$ cat src/rtl/core/kst_pkg.sv
// Package for the key state and auto-repeat block.
// Holds field widths, register indexes, reset values and the transfer payload types.
// No dependencies.
package kst_pkg;

    localparam int KEY_W            = 4;
    localparam int MAP_W            = 14;
    localparam int CFG_W            = 16;
    localparam int CFG_IDX_W        = 2;
    localparam int TICK_W           = 16;

    localparam int KEY_COUNT_DEF      = 14;
    localparam int BLACKOUT_INDEX_DEF = 11;

    localparam logic [CFG_IDX_W-1:0] REG_REPEAT_DELAY  = 2'd0;
    localparam logic [CFG_IDX_W-1:0] REG_REPEAT_PERIOD = 2'd1;
    localparam logic [CFG_IDX_W-1:0] REG_REPEAT_MASK   = 2'd2;

    localparam logic [TICK_W-1:0] RESET_DELAY  = 16'd600;
    localparam logic [TICK_W-1:0] RESET_PERIOD = 16'd40;
    localparam logic [MAP_W-1:0]  RESET_MASK   = 14'd10239;

    localparam logic OP_KEY  = 1'b0;
    localparam logic OP_TICK = 1'b1;

    typedef struct packed {
        logic             op;
        logic [KEY_W-1:0] key_index;
        logic             pressed;
    } item_t;

    typedef struct packed {
        logic [KEY_W-1:0] key;
        logic             is_pressed;
        logic             repeated;
        logic [MAP_W-1:0] held_map;
        logic             blackout_changed;
        logic             blackout_level;
    } result_t;

endpackage

$ cat src/rtl/core/kst_engine.sv
// Key state engine: configuration registers, held-key map, repeat timer and blackout level.
// Computes the result of one item and commits the state update when fired.
// Depends on kst_pkg.
module kst_engine #(
    parameter int KEY_COUNT      = kst_pkg::KEY_COUNT_DEF,
    parameter int BLACKOUT_INDEX = kst_pkg::BLACKOUT_INDEX_DEF
) (
    input  logic                          clk,
    input  logic                          rst_n,
    input  logic                          cfg_wr_en,
    input  logic [kst_pkg::CFG_IDX_W-1:0] cfg_index,
    input  logic [kst_pkg::CFG_W-1:0]     cfg_data,
    input  logic                          fire,
    input  kst_pkg::item_t                item,
    output logic                          res_valid,
    output kst_pkg::result_t              res
);
    import kst_pkg::*;

    localparam int MAP_KEYS = (KEY_COUNT < MAP_W) ? KEY_COUNT : MAP_W;
    localparam logic [MAP_W-1:0] KNOWN_MASK = MAP_W'((32'd1 << MAP_KEYS) - 32'd1);
    localparam logic [KEY_W-1:0] BLACKOUT_KEY = KEY_W'(BLACKOUT_INDEX);

    logic [TICK_W-1:0] delay_reg;
    logic [TICK_W-1:0] period_reg;
    logic [MAP_W-1:0]  mask_reg;

    logic [MAP_W-1:0]  held_reg, held_next;
    logic              running_reg, running_next;
    logic [TICK_W-1:0] ticks_reg, ticks_next;
    logic [KEY_W-1:0]  rkey_reg, rkey_next;
    logic              seen_reg, seen_next;

    logic [MAP_W-1:0]  key_bit;
    logic              repeats;
    logic              rkey_held;

    always_ff @(posedge clk or negedge rst_n)
    begin
        if (!rst_n)
        begin
            delay_reg  <= RESET_DELAY;
            period_reg <= RESET_PERIOD;
            mask_reg   <= RESET_MASK;
        end
        else if (cfg_wr_en)
        begin
            case (cfg_index)
                REG_REPEAT_DELAY:  delay_reg  <= cfg_data;
                REG_REPEAT_PERIOD: period_reg <= cfg_data;
                REG_REPEAT_MASK:   mask_reg   <= cfg_data[MAP_W-1:0];
                default:           ;
            endcase
        end
    end

    always_comb
    begin
        key_bit   = (MAP_W'(1) << item.key_index) & KNOWN_MASK;
        repeats   = |(key_bit & mask_reg);
        rkey_held = |(held_reg & (MAP_W'(1) << rkey_reg));

        held_next    = held_reg;
        running_next = running_reg;
        ticks_next   = ticks_reg;
        rkey_next    = rkey_reg;
        seen_next    = seen_reg;

        res_valid            = 1'b0;
        res.key              = item.key_index;
        res.is_pressed       = item.pressed;
        res.repeated         = 1'b0;
        res.blackout_changed = 1'b0;

        case (item.op)
            OP_KEY:
            begin
                res_valid = 1'b1;
                if (item.key_index == BLACKOUT_KEY)
                begin
                    res.blackout_changed = (seen_reg != item.pressed);
                    seen_next            = item.pressed;
                end
                held_next = item.pressed ? (held_reg | key_bit) : (held_reg & ~key_bit);
                if (repeats)
                begin
                    running_next = item.pressed;
                    if (item.pressed)
                    begin
                        ticks_next = delay_reg;
                        rkey_next  = item.key_index;
                    end
                end
            end
            OP_TICK:
            begin
                res.key        = rkey_reg;
                res.is_pressed = 1'b1;
                res.repeated   = 1'b1;
                if (running_reg)
                begin
                    if (ticks_reg > TICK_W'(1))
                    begin
                        ticks_next = ticks_reg - TICK_W'(1);
                    end
                    else
                    begin
                        if (rkey_reg == BLACKOUT_KEY)
                        begin
                            res.blackout_changed = !seen_reg;
                            seen_next            = 1'b1;
                        end
                        if (!rkey_held)
                        begin
                            running_next = 1'b0;
                            ticks_next   = '0;
                        end
                        else
                        begin
                            ticks_next = period_reg;
                            res_valid  = 1'b1;
                        end
                    end
                end
            end
            default: ;
        endcase

        res.held_map       = held_next;
        res.blackout_level = seen_next;
    end

    always_ff @(posedge clk or negedge rst_n)
    begin
        if (!rst_n)
        begin
            held_reg    <= '0;
            running_reg <= 1'b0;
            ticks_reg   <= '0;
            rkey_reg    <= '0;
            seen_reg    <= 1'b0;
        end
        else if (fire)
        begin
            held_reg    <= held_next;
            running_reg <= running_next;
            ticks_reg   <= ticks_next;
            rkey_reg    <= rkey_next;
            seen_reg    <= seen_next;
        end
    end

endmodule

$ cat src/rtl/core/key_state_and_autorepeat.sv
// Key state and auto-repeat block: input register, state engine and result register.
// A result passes through the input register and then the result register after the input transfer.
// Throughput: one item per cycle while result_stall does not hold the result register.
// Reset clears the held map, the repeat timer, the blackout level and the pipeline.
// Reset loads the repeat delay, repeat period and repeatable mask defaults.
// Depends on kst_pkg and kst_engine.
module key_state_and_autorepeat #(
    parameter int KEY_COUNT      = kst_pkg::KEY_COUNT_DEF,
    parameter int BLACKOUT_INDEX = kst_pkg::BLACKOUT_INDEX_DEF
) (
    input  logic                          clk,
    input  logic                          rst_n,
    input  logic                          cfg_wr_en,
    input  logic [kst_pkg::CFG_IDX_W-1:0] cfg_index,
    input  logic [kst_pkg::CFG_W-1:0]     cfg_data,
    input  logic                          item_valid,
    output logic                          item_stall,
    input  kst_pkg::item_t                item,
    output logic                          result_valid,
    input  logic                          result_stall,
    output kst_pkg::result_t              result
);
    import kst_pkg::*;

    logic    in_valid_reg;
    item_t   in_item_reg;
    logic    out_valid_reg;
    result_t out_item_reg;

    logic    advance;
    logic    fire;
    logic    res_valid;
    result_t res;

    assign advance    = !out_valid_reg || !result_stall;
    assign fire       = in_valid_reg && advance;
    assign item_stall = in_valid_reg && !advance;

    kst_engine #(
        .KEY_COUNT      (KEY_COUNT),
        .BLACKOUT_INDEX (BLACKOUT_INDEX)
    ) u_engine (
        .clk       (clk),
        .rst_n     (rst_n),
        .cfg_wr_en (cfg_wr_en),
        .cfg_index (cfg_index),
        .cfg_data  (cfg_data),
        .fire      (fire),
        .item      (in_item_reg),
        .res_valid (res_valid),
        .res       (res)
    );

    always_ff @(posedge clk or negedge rst_n)
    begin
        if (!rst_n)
        begin
            in_valid_reg  <= 1'b0;
            out_valid_reg <= 1'b0;
        end
        else
        begin
            if (!item_stall)
            begin
                in_valid_reg <= item_valid;
            end
            if (advance)
            begin
                out_valid_reg <= fire && res_valid;
            end
        end
    end

    always_ff @(posedge clk)
    begin
        if (item_valid && !item_stall)
        begin
            in_item_reg <= item;
        end
        if (fire)
        begin
            out_item_reg <= res;
        end
    end

    assign result_valid = out_valid_reg;
    assign result       = out_item_reg;

endmodule

$ cat config.mk
export PLATFORM = sky130hd
export DESIGN_NAME = key_state_and_autorepeat
export DESIGN_NICKNAME = d
export VERILOG_FILES = /design/src/rtl/core/kst_pkg.sv /design/src/rtl/core/kst_engine.sv /design/src/rtl/core/key_state_and_autorepeat.sv
export SDC_FILE = /design/constraint.sdc
export NUM_CORES = 1
export LEC_CHECK = 0
export ABC_AREA = 1
export BUFFER_PORTS_ARGS = -buffer_cell sky130_fd_sc_hd__buf_2
export CAP_MARGIN = 20
export CORE_MARGIN = 8
export CORE_UTILIZATION = 30
export DETAILED_ROUTE_END_ITERATION = 8
export GPL_ROUTABILITY_DRIVEN = 0
export GPL_TIMING_DRIVEN = 0
export RECOVER_POWER = 25
export SYNTH_ARGS = -nofsm -noshare
export SYNTH_HDL_FRONTEND = slang
export SYNTH_HIERARCHICAL = 1
export SYNTH_SLANG_ARGS = --single-unit
export TNS_END_PERCENT = 100
$ cat constraint.sdc
create_clock -name clk -period 3.5 [get_ports clk]
set_clock_uncertainty 0.2 [all_clocks]
set_input_delay 0.7 -clock clk [delete_from_list [all_inputs] [get_ports clk]]
set_output_delay 0.7 -clock clk [all_outputs]
set_load 0.02 [all_outputs]
==> reports/summary.txt <==
Sequential share of power - 43.5%
Die footprint - 24,000 µm²
Pin count of the biggest net entering global routing - 45
Design area - 6750 µm²
Critical path endpoint category - async pin
Dpl cell area - 6440 µm²
RSZ-0062 raised after global routing - false
CP startpoint kind - primary input
GR Util All Layers - 13.1%
GRT overflow - 0
Die X - 155 µm
Delay-heaviest family, CP - buffers and inverters
Clock Sinks - 112
Drt pass-1 iters - 5
P&R area growth vs syn - 16.4%
Tightest Pin Transition - 2460 ps
Combinational power share - 32.7%
Final Net Count - 780
IO buf count - 52
DP Worst Slack - 419 ps
Syn Area/Cell - 8.48 µm²
# DRC - 0
Final setup vio count - 0
Num CTS Buffers - 9
Switching share of power - 37.7%
Internal - 2.88 mW
Vias - 4,782
Synth warnings - 6
FF+latch count, synth - 112
Vias in the first global route - 4,739
Crit path cell chain - clkbuf_1
Setup ws final - 815 ps
Share of layout cells above drive strength 1 - 22.9%
Initial Utilization - 30.2%
Outcome - finished, violations left
Worst-path fanout max - 44
Clock share of power - 23.8%
Clk buf depth - 2
# Post-CTS Setup Buffers - 0
First-pass GRT wire length - 25,000 µm
Period minus WS final - 2690 ps
Die Y - 155 µm
Worst slew margin - -63.9%
Buf/Inv on CP - 1
Pwr/cell area - 685 nW/µm²
DP HPWL - 11,700 µm
Sequential-to-total area share from yosys stat - 51.1%
Final Hold Vio Count - 0
H-tree levels - 3
Critical Path RT - 3260 ps
MaxCap Viol Count - 1
CTS tree - yes
Clock latency on the worst-skew pair - 360 ps
Netlist Area Pre-Place - 5800 µm²
Leakage - 3.13 nW
Io pins - 53
Antenna Nets Post-Route - 0
Initial antenna violation count - 0
Post-synth net total - 715
Synth cell types - 33
1st-iter DRT viols - 319
Flip-flop count of the largest register after layout - 22
Max stage delay on crit path - 1710 ps
Via density - 4.69
Sw Pwr - 1.74 mW
Final WL - 15,200 µm
Cell count after synthesis - 684
Root Driver - clkbuf_16
Reg clk slew, reported paths - 70 ps
Pins Over Slew Limit - 44
Fill count - 2,007
Final period util - 76.7%
Inserted Diodes - 0
Crit-path slowest cell - clkbuf_1
Routed len/inst - 14.9 µm
Fmax - 372 MHz
Crit path kind - in2async
Hold Crit Class - reg2reg
Failing checks - capacitance limit, slew limit
Hold Buf Count CTS - 0
FP Rows - 51
Core area - 19,200 µm²
CP Data Arrival Time - 2450 ps
Maximum vdd ir drop - 0.267 mV
Post-CTS sizing - 0
[through the flow]
stage	hold WS, ps	setup TNS (ps)	cells	util [%]	total power [mW]
5_1_grt	295	0	1019	35.1	4.95
4_1_cts	142	0	1019	35.2	4.65
3_5_place_dp	266	0	1003	33.5	3.55
3_3_place_gp	261	-18970	1001	33.3	3.51
6_report	279	0	1019	35.1	4.62
2_1_floorplan	204	0	684	-	3.10
[tightest hold or removal path, stage by stage (launching register included)]
cell and delay [ps]:
dfrtp_1 340, nand2_1 50, o21ai_0 60
[worst paths after layout]
path                       slack [ps]                            endpoint                               from  depth (start not counted)
max reg2reg                       910   u_engine/held_reg[10]$_DFFE_PN0P_           result_valid$_DFFE_PN0P_                          5
max in group clk                  890   u_engine/held_reg[10]$_DFFE_PN0P_                       result_stall                          6
min reg2reg                       280   u_engine/delay_reg[1]$_DFFE_PN0P_  u_engine/delay_reg[1]$_DFFE_PN0P_                          2
max                               810   u_engine/mask_reg[12]$_DFFE_PN0P_                              rst_n                          1
min                               280   u_engine/delay_reg[1]$_DFFE_PN0P_  u_engine/delay_reg[1]$_DFFE_PN0P_                          2
min in group asynchronous         880  u_engine/ticks_reg[14]$_DFFE_PN0P_                              rst_n                          1
[cells in the final DEF, fill, tap and decap left out, drive strengths merged, types with 5 or more instances in the layout]
master	count
a21oi	14
inv	77
o21ai	94
nor2	49
nand2	171
clkbuf	29
nor3	7
nand3	43
xor2	5
nand4	42
edfxtp	28
buf	69
or2	16
mux2	12
dfrtp	66
dfstp	18
[logic make-up (layout without fill, tap and decap cells)]
family | count (synthesis) | after routing | share of synthesized area (%)
flops | 112 | 112 | 51.1
xor+xnor | 6 | 6 | 0.906
mux | 12 | 12 | 2.33
fa+ha+maj | 2 | 2 | 0.431
simple gates | 332 | 332 | 27.1
buf+inv | 109 | 179 | 7.72
compound gates | 111 | 111 | 10.4
[cell usage after synthesis, drive strengths merged]
cell / n / area [µm²]
a21oi: 14 / 70.1
and3: 1 / 6.26
buf: 17 / 103
clkbuf: 16 / 60.1
dfrtp: 66 / 1650
dfstp: 18 / 473
edfxtp: 28 / 841
ha: 2 / 25.0
inv: 76 / 285
mux2: 12 / 135
nand2: 171 / 672
nand3: 43 / 255
nand3b: 3 / 22.5
nand4: 42 / 263
nor2: 49 / 216
nor3: 7 / 35.0
o21a: 2 / 15.0
o21ai: 94 / 512
o31ai: 1 / 7.51
or2: 16 / 100
xnor2: 1 / 8.76
xor2: 5 / 43.8
[power by group through the flow]
stage	Sequential (mW)	Combinational (mW)	Clock [mW]
finish	2.01	1.51	1.10
global route	2.06	1.72	1.17
CTS	2.00	1.53	1.12
detailed placement	2.03	1.52	0
global placement	2.02	1.48	0
floorplan	2.01	1.09	0
[metal layers]
layer | global-route usage [%] | vias to the layer above | wire length [µm]
li1 | - | 2396 | -
met4 | 4.90 | 0 | 291
met3 | 2.69 | 20 | 661
met2 | 20.1 | 112 | 6840
met5 | 0 | - | 0
met1 | 17.9 | 2254 | 7380
[final cells by class]
cell class,instances,area (µm²),area share (%)
repair buffers,54,302,4.47
multi-input cells,463,2390,35.4
clock buffers,11,254,3.76
well taps,265,332,4.91
clock inverters,5,62.6,0.927
flip-flops and latches,112,2970,43.9
plain buffers,33,163,2.41
inverters,76,285,4.23
Power figures use the tool's default switching activity.
